## src/sic_pkg.sv

```systemverilog
`default_nettype none
package sic_pkg;

  // string tags carried on the input tuser
  localparam logic [1:0] KIND_FIRST  = 2'd0;
  localparam logic [1:0] KIND_SECOND = 2'd1;
  localparam logic [1:0] KIND_MERGED = 2'd2;

  // wavefront token handed from cell to cell, one table row per token
  typedef struct packed {
    logic       valid;
    logic       first;  // row zero of the table
    logic [7:0] b;      // character of the second string for this row
    logic       v;      // table bit of the left neighbor in this row
  } tok_t;

  // ascii lower to upper case, other bytes pass unchanged
  function automatic logic [7:0] to_upper(input logic [7:0] c);
    logic [7:0] r;
    r = c;
    if (c >= 8'h61 && c <= 8'h7a) r = c - 8'h20;
    return r;
  endfunction

endpackage
`default_nettype wire

```

## src/sic_cell.sv

```systemverilog
`default_nettype none
module sic_cell
  import sic_pkg::*;
#(
  parameter int COL   = 0,
  parameter int DEPTH = 17
) (
  input  wire              clk,
  input  wire              rst,
  input  wire              a_we,
  input  wire  [7:0]       a_data,
  input  wire  [7:0]       c_char,
  input  tok_t             tok_in,
  output tok_t             tok_out,
  output logic [DEPTH-1:0] col
);

  logic [7:0] a;
  logic       up;
  logic       v_calc;

  // one table cell: step from above (second string) or from the left (first string)
  assign v_calc = ((COL == 0) && tok_in.first)
                | (!tok_in.first && up && (tok_in.b == c_char))
                | ((COL != 0) && tok_in.v && (a == c_char));

  // token down the row, column history and stored first-string character
  always_ff @(posedge clk) begin
    if (rst) begin
      tok_out.valid <= 1'b0;
    end else begin
      tok_out.valid <= tok_in.valid;
    end
    tok_out.first <= tok_in.first;
    tok_out.b     <= tok_in.b;
    tok_out.v     <= v_calc;
    if (tok_in.valid) begin
      up  <= v_calc;
      col <= {col[DEPTH-2:0], v_calc};
    end
    if (a_we) begin
      a <= a_data;
    end
  end

endmodule
`default_nettype wire

```

## src/string_interleave_check_top.sv

```systemverilog
`default_nettype none
// channel   dir  tdata         tuser       tlast
// s_axis    in   ch[7:0]       kind[1:0]   last
// m_axis    out  out_char[7:0] is_merge    end_of_run
//
// loading takes one cycle per character request; s_axis_tready drops while a run is checked
// after the last merged character: a check state, the wavefront fill through the
// cell row, a corner state, the traceback, then one result per cycle unless m_axis stalls
// a run that fails the length checks goes from the check state to a single not-a-merge result
// rst is synchronous and clears counts, state and the output valid; no clearing pass
// m_axis stalls hold the output register; the next run loads while the last result waits
module string_interleave_check_top
  import sic_pkg::*;
#(
  parameter int MAX_LEN = 16
) (
  input  wire        clk,
  input  wire        rst,
  input  wire        s_axis_tvalid,
  output logic       s_axis_tready,
  input  wire  [7:0] s_axis_tdata,   // ch[7:0]
  input  wire  [1:0] s_axis_tuser,   // kind[1:0]
  input  wire        s_axis_tlast,
  output logic       m_axis_tvalid,
  input  wire        m_axis_tready,
  output logic [7:0] m_axis_tdata,   // out_char[7:0]
  output logic       m_axis_tuser,   // is_merge
  output logic       m_axis_tlast
);

  localparam int CAP_C = 2 * MAX_LEN;
  localparam int NCELL = MAX_LEN + 1;
  localparam int CW    = $clog2(MAX_LEN + 1);
  localparam int MW    = $clog2(CAP_C + 1);
  localparam int AW    = (MAX_LEN > 1) ? $clog2(MAX_LEN) : 1;
  localparam int PW    = $clog2(CAP_C);
  localparam int TW    = $clog2(CAP_C + 2);

  localparam logic [2:0] ST_LOAD   = 3'd0;
  localparam logic [2:0] ST_CHECK  = 3'd1;
  localparam logic [2:0] ST_FILL   = 3'd2;
  localparam logic [2:0] ST_CORNER = 3'd3;
  localparam logic [2:0] ST_TRACE  = 3'd4;
  localparam logic [2:0] ST_EMIT   = 3'd5;
  localparam logic [2:0] ST_NONE   = 3'd6;

  logic [2:0]       state;
  logic [CW-1:0]    na;
  logic [CW-1:0]    nb;
  logic [MW-1:0]    nc;
  logic             ovf;
  logic [7:0]       b_mem [MAX_LEN];
  logic [7:0]       c_mem [CAP_C];
  logic [TW-1:0]    t;
  logic [CW-1:0]    ti;
  logic [CW-1:0]    tj;
  logic [CAP_C-1:0] from_a;
  logic [PW-1:0]    k;
  tok_t             tok0;
  logic [7:0]       c_bc;

  tok_t             tok  [NCELL+1];
  logic [NCELL-1:0] cols [NCELL];
  logic [NCELL-1:0] a_we;

  logic             acc;
  logic             ld_a;
  logic             out_free;
  logic             emit_go;
  logic             run_bad;
  logic             fill_tok;
  logic [AW-1:0]    fill_b_addr;
  logic [PW-1:0]    fill_c_addr;
  logic [TW-1:0]    t_m1;
  logic [MW-1:0]    pos_full;
  logic [PW-1:0]    pos;
  logic [AW-1:0]    tr_b_addr;
  logic [CW-1:0]    tr_row;
  logic [CW-1:0]    ti_m1;
  logic             step_b;
  logic             emit_last;

  assign s_axis_tready = (state == ST_LOAD);
  assign acc           = s_axis_tvalid && s_axis_tready;
  assign ld_a          = acc && (s_axis_tuser == KIND_FIRST) && (na < CW'(MAX_LEN));
  assign out_free      = !m_axis_tvalid || m_axis_tready;
  assign emit_go       = ((state == ST_EMIT) || (state == ST_NONE)) && out_free;

  // length and capacity checks before the table fill
  assign run_bad = ovf || (na == '0) || (nb == '0) || ((MW'(na) + MW'(nb)) != nc);

  // fill sequencer addresses: row t reads the second string at t-1, broadcast merged at t-1
  assign t_m1        = t - TW'(1);
  assign fill_tok    = (t <= TW'(nb));
  assign fill_b_addr = (fill_tok && (t != '0)) ? t_m1[AW-1:0] : '0;
  assign fill_c_addr = (t != '0) ? t_m1[PW-1:0] : '0;

  // traceback step from cell (ti, tj)
  assign pos_full  = MW'(ti) + MW'(tj) - MW'(1);
  assign pos       = pos_full[PW-1:0];
  assign ti_m1     = ti - CW'(1);
  assign tr_b_addr = (ti != '0) ? ti_m1[AW-1:0] : '0;
  assign tr_row    = nb - ti + CW'(1);
  assign step_b    = (ti != '0) && cols[tj][tr_row] && (b_mem[tr_b_addr] == c_mem[pos]);
  assign emit_last = ((MW'(k) + MW'(1)) == nc);

  // row of table cells, one per table column, column zero standing for the empty first-string prefix
  assign tok[0] = tok0;
  for (genvar g = 0; g < NCELL; g++) begin : g_cell
    if (g == 0) begin : g_edge
      assign a_we[g] = 1'b0;
    end else begin : g_body
      assign a_we[g] = ld_a && (na == CW'(g - 1));
    end
    sic_cell #(
      .COL  (g),
      .DEPTH(NCELL)
    ) u_cell (
      .clk    (clk),
      .rst    (rst),
      .a_we   (a_we[g]),
      .a_data (s_axis_tdata),
      .c_char (c_bc),
      .tok_in (tok[g]),
      .tok_out(tok[g+1]),
      .col    (cols[g])
    );
  end

  // control: sequencer and counts
  always_ff @(posedge clk) begin
    if (rst) begin
      state <= ST_LOAD;
      na    <= '0;
      nb    <= '0;
      nc    <= '0;
      ovf   <= 1'b0;
    end else begin
      case (state)
        ST_LOAD: begin
          if (acc) begin
            case (s_axis_tuser)
              KIND_FIRST: begin
                if (na < CW'(MAX_LEN)) na <= na + CW'(1);
                else ovf <= 1'b1;
              end
              KIND_SECOND: begin
                if (nb < CW'(MAX_LEN)) nb <= nb + CW'(1);
                else ovf <= 1'b1;
              end
              KIND_MERGED: begin
                if (nc < MW'(CAP_C)) nc <= nc + MW'(1);
                else ovf <= 1'b1;
                if (s_axis_tlast) state <= ST_CHECK;
              end
              default: begin
              end
            endcase
          end
        end
        ST_CHECK: begin
          state <= run_bad ? ST_NONE : ST_FILL;
        end
        ST_FILL: begin
          if (t == (TW'(nc) + TW'(1))) state <= ST_CORNER;
        end
        ST_CORNER: begin
          state <= cols[na][0] ? ST_TRACE : ST_NONE;
        end
        ST_TRACE: begin
          if ((ti == '0) && (tj == '0)) state <= ST_EMIT;
        end
        ST_EMIT: begin
          if (out_free) begin
            if (emit_last) begin
              na    <= '0;
              nb    <= '0;
              nc    <= '0;
              ovf   <= 1'b0;
              state <= ST_LOAD;
            end
          end
        end
        ST_NONE: begin
          if (out_free) begin
            na    <= '0;
            nb    <= '0;
            nc    <= '0;
            ovf   <= 1'b0;
            state <= ST_LOAD;
          end
        end
        default: begin
          state <= ST_LOAD;
        end
      endcase
    end
  end

  // output valid: set on a new result, cleared when taken
  always_ff @(posedge clk) begin
    if (rst) begin
      m_axis_tvalid <= 1'b0;
    end else if (emit_go) begin
      m_axis_tvalid <= 1'b1;
    end else if (m_axis_tready) begin
      m_axis_tvalid <= 1'b0;
    end
  end

  // payload: character stores, wavefront feed, traceback and result register
  always_ff @(posedge clk) begin
    if (rst) begin
      tok0.valid <= 1'b0;
    end else begin
      tok0.valid <= (state == ST_FILL) && fill_tok;
    end
    if (acc && (s_axis_tuser == KIND_SECOND) && (nb < CW'(MAX_LEN))) begin
      b_mem[nb[AW-1:0]] <= s_axis_tdata;
    end
    if (acc && (s_axis_tuser == KIND_MERGED) && (nc < MW'(CAP_C))) begin
      c_mem[nc[PW-1:0]] <= s_axis_tdata;
    end
    case (state)
      ST_CHECK: begin
        t <= '0;
      end
      ST_FILL: begin
        tok0.first <= (t == '0);
        tok0.b     <= b_mem[fill_b_addr];
        tok0.v     <= 1'b0;
        c_bc       <= c_mem[fill_c_addr];
        t          <= t + TW'(1);
      end
      ST_CORNER: begin
        ti     <= nb;
        tj     <= na;
        from_a <= '0;
        k      <= '0;
      end
      ST_TRACE: begin
        if ((ti != '0) || (tj != '0)) begin
          if (step_b) begin
            ti <= ti - CW'(1);
          end else if (tj != '0) begin
            from_a[pos] <= 1'b1;
            tj          <= tj - CW'(1);
          end else begin
            ti <= ti - CW'(1);
          end
        end
      end
      ST_EMIT: begin
        if (out_free) begin
          m_axis_tdata <= from_a[k] ? to_upper(c_mem[k]) : c_mem[k];
          m_axis_tuser <= 1'b1;
          m_axis_tlast <= emit_last;
          k            <= k + PW'(1);
        end
      end
      ST_NONE: begin
        if (out_free) begin
          m_axis_tdata <= 8'h00;
          m_axis_tuser <= 1'b0;
          m_axis_tlast <= 1'b1;
        end
      end
      default: begin
      end
    endcase
  end

endmodule
`default_nettype wire

```

## config.mk

```make
export PLATFORM = sky130hd
export DESIGN_NAME = string_interleave_check_top
export DESIGN_NICKNAME = d
export VERILOG_FILES = /design/src/sic_pkg.sv /design/src/sic_cell.sv /design/src/string_interleave_check_top.sv
export SDC_FILE = /design/constraint.sdc
export NUM_CORES = 2
export LEC_CHECK = 0
export BUFFER_PORTS_ARGS = -buffer_cell sky130_fd_sc_hd__buf_2
export CORE_MARGIN = 5
export CORE_UTILIZATION = 53
export CTS_CLUSTER_DIAMETER = 80
export DETAILED_ROUTE_END_ITERATION = 16
export PLACE_DENSITY = 0.76
export SLEW_MARGIN = 20
export SYNTH_ARGS = -nofsm -noshare
export SYNTH_HDL_FRONTEND = slang
export SYNTH_SLANG_ARGS = --single-unit
```

## constraint.sdc

```tcl
create_clock -name clk -period 6.3 [get_ports clk]
set_input_delay 0.315 -clock clk [delete_from_list [all_inputs] [get_ports clk]]
set_output_delay 0.315 -clock clk [all_outputs]
set_load 0.02 [all_outputs]
```

==> results.cfg <==
[route]
ant_nets = 0
drtIter0Drc = 4484
post_drt_wl_per_cell_microns = 27.8
totalWireLength_microns = 135000
drc = 0
first_pass_iters = 8
vias_per_cell = 6.58
vias = 31900

[clock_network]
htreeDepth = 3
ctsHoldBuffers = 0
clk_latency_ns = 0.70
root_buffer = clkbuf_16
post_cts_buffers = 0
cts_tree = yes
clkTransAtPathRegs_ns = 0.07
clkSinkCount = 1084
clockBufferDepth = 3
post_cts_resized = 0
numCtsBuffers = 107

[floorplanning]
die_x_microns = 316
pin_count = 27
core_sq_um = 93000
dieHeight_microns = 316
die-area_sq_um = 99800
rows = 112
initial_utilization_pct = 53.3

[logic_synthesis]
synth-seq-area-share_pct = 61.5
synthFlopType = edfxtp_1
ys_ff_latch = 1084
synth_warnings = 0
synth_edf_count = 881
synth_cell_types = 92
synth_nets = 3595
synth_area_sq_um = 49600
synthCells = 3528
async_flop_share_pct = 0
synth_area_per_cell_sq_um = 14.1

[timing]
setup_tns_ns = 0
hold_violations = 0
maxSlewHeadroom_pct = 21.9
tightest_slew_ns = 1.17
max_freq_mhz = 176
finalClockSkew_ns = 0.0350
rsz0062_at_grt = false
min_period_ns = 5.69
finalSetupViolations = 0
setup_slack_ns = 0.615
maxSlewViolCount = 0
finalCritPeriodShare_pct = 90.2

[place]
dp.cells = 4643
globalplace.congestion = 0.937
place_ws_ns = 0.690
portBuffers = 26
dp_hpwl_microns = 85500
placed_cell_area_sq_um = 50800

[grt]
gr-total-overflow = 0
grt_pass1_vias = 31200
grt_pass1_wl_microns = 201000
grt_use_total_pct = 26.8
antenna_found_initial = 3
grt_max_degree = 99

[worst_setup_path]
rr_worst_depth = 15
crit_arrival_ns = 6.06
start_kind = flip-flop
crit_type = flip-flop to flip-flop
required_ns = 6.68
reg2reg_from = ti[2]
end_kind = flip-flop
ff2ff_setup_slack_ns = 0.61
r2r_end = from_a[17]
crit_fanout = 37

[power_and_ir_drop]
power.leakage_nw = 18.3
cellPowerDensity_nw_per_um2 = 366
ir_drop_mv = 0.247

[finish]
final_layout_size_suffix_gt1_share_pct = 15.9
fin_cells = 4846
antenna-diode-count = 0
fin_nets = 3565
area_growth_pct = 9.78
fin_area_sq_um = 54500
utilization_pct = 58.5

[status]
run_status = completed

[flow_run]
drv_cap = 0

[worst_hold_path]
holdPathStages = 3
hold_path.class = input pin to flip-flop
hp-start = m_axis_tready
min_to = m_axis_tvalid
Yosys cell counts (9+ instances only):
cell type | number | area [sq um]
o21ai_0 | 108 | 541
and3_1 | 30 | 188
a31oi_1 | 43 | 269
buf_2 | 36 | 180
mux2_2 | 20 | 225
xor2_1 | 207 | 1810
nor4_1 | 40 | 250
nand3b_1 | 10 | 75.1
nand4b_1 | 10 | 87.6
dfxtp_1 | 203 | 4060
nand2b_1 | 15 | 93.8
o211ai_1 | 34 | 255
nor2b_1 | 39 | 244
or3_1 | 61 | 382
and2_1 | 11 | 68.8
xnor2_1 | 116 | 1020
buf_6 | 12 | 135
clkbuf_1 | 134 | 503
nor3_1 | 52 | 260
a22oi_1 | 25 | 188
a21oi_1 | 107 | 536
mux2i_1 | 131 | 1310
buf_4 | 18 | 135
nand2_1 | 311 | 1170
nand3_1 | 66 | 330
a211oi_1 | 26 | 195
buf_1 | 31 | 116
o31ai_1 | 10 | 75.1
nor2_1 | 219 | 822
nand4_1 | 38 | 238
ha_1 | 49 | 613
o221ai_1 | 14 | 123
inv_1 | 40 | 150
mux4_2 | 216 | 4860
a311oi_1 | 30 | 263
edfxtp_1 | 881 | 26500
o22ai_1 | 9 | 56.3
worst max path at each step:
stage,startpoint,endpoint,slack (ns),depth (start not counted)
after floorplan,tj[0],from_a[0],0.21,21
after global placement,ti[2],from_a[25],0.80,15
after CTS,ti[2],from_a[24],0.67,15
after detailed placement,ti[2],from_a[24],0.69,15
after global routing,ti[2],from_a[13],0.27,15
final,ti[2],from_a[17],0.61,15
flip-flops by register name, indices dropped and copies added (netlist names), named ones only:
signal	flops
m_axis_tlast	1
c_mem	256
g_cell.u_cell.a	128
b_mem	128
nc	6
g_cell.u_cell.tok_out	176
tok	10
nb	5
tj	5
t	6
m_axis_tdata	8
ti	5
c_bc	8
m_axis_tuser	1
state	3
ovf	1
k	5
na	5
g_cell.u_cell.col	289
m_axis_tvalid	1
from_a	32
logic make-up (layout without fill, tap and decap cells):
family | Yosys count | after routing | synth area share, %
xor gates and xnor gates | 325 | 325 | 5.77
and+or+nand+nor | 928 | 928 | 8.97
adders and majority gates | 52 | 52 | 1.36
muxes | 369 | 369 | 13.0
AOI/OAI and AO/OA | 489 | 489 | 6.61
DFF | 1084 | 1084 | 61.5
buffers and inverters | 281 | 345 | 2.75
layout make-up:
type / count / area [sq um]
inverter: 42 / 158
sequential: 1084 / 30500
timing repair buffer: 100 / 723
fill: 7056 / 38600
clock buffer: 146 / 2920
tap: 1254 / 1570
clock inverter: 57 / 643
multi-input combinational: 2163 / 17900
worst max-delay path, cell delays in order, from the launching register on:
cell,delay (ns)
edfxtp_1,0.72
inv_1,0.20
ha_1,0.32
inv_1,0.06
fa_1,0.44
xor2_2,0.81
and2_1,0.58
a22oi_1,0.15
a21oi_1,0.31
a21oi_1,0.16
a21o_1,0.24
a221oi_2,0.21
nand4_1,0.15
nor4b_1,0.65
nor2_4,0.06
buf_4,0.30
metrics by stage:
step	total power, mW	hold WS (ns)
after global placement	13.4	0.327
after CTS	19.9	0.0352
after detailed placement	13.5	0.331
final	19.9	0.0800
after floorplan	11.9	0.322
after global routing	20.6	0.117
per-layer routing:
| layer | track usage [%] | up-vias | routed length (microns) |
|---|---|---|---|
| met4 | 11.2 | 4 | 6390 |
| met5 | 0 | - | 34 |
| met3 | 6.58 | 437 | 15700 |
| met1 | 36.5 | 15800 | 50600 |
| li1 | - | 13400 | - |
| met2 | 41.7 | 2205 | 62100 |
power by group:
| group | leakage (nW) | internal, mW | switching (mW) |
|---|---|---|---|
| logic | 6.93 | 1.98 | 3.23 |
| clock network | 1.71 | 3.68 | 2.77 |
| registers | 9.68 | 8.01 | 0.254 |
| total | 18.3 | 13.7 | 6.25 |
cells in the final DEF, fill, tap and decap left out, types with 34 or more instances in the layout:
master     count
inv_1         39
nand4_1       38
nor2b_1       38
or3_1         61
edfxtp_1     881
a31oi_1       43
buf_4         71
xnor2_1      116
dfxtp_1      199
nand3_1       66
nor4_1        40
nor3_1        47
o21ai_0      108
a21oi_1      107
mux4_2       216
nand2_1      311
mux2i_1      131
xor2_1       206
clkbuf_16    108
o211ai_1      34
nor2_1       187
ha_1          47
No activity file was read; power rests on OpenSTA's default activity.
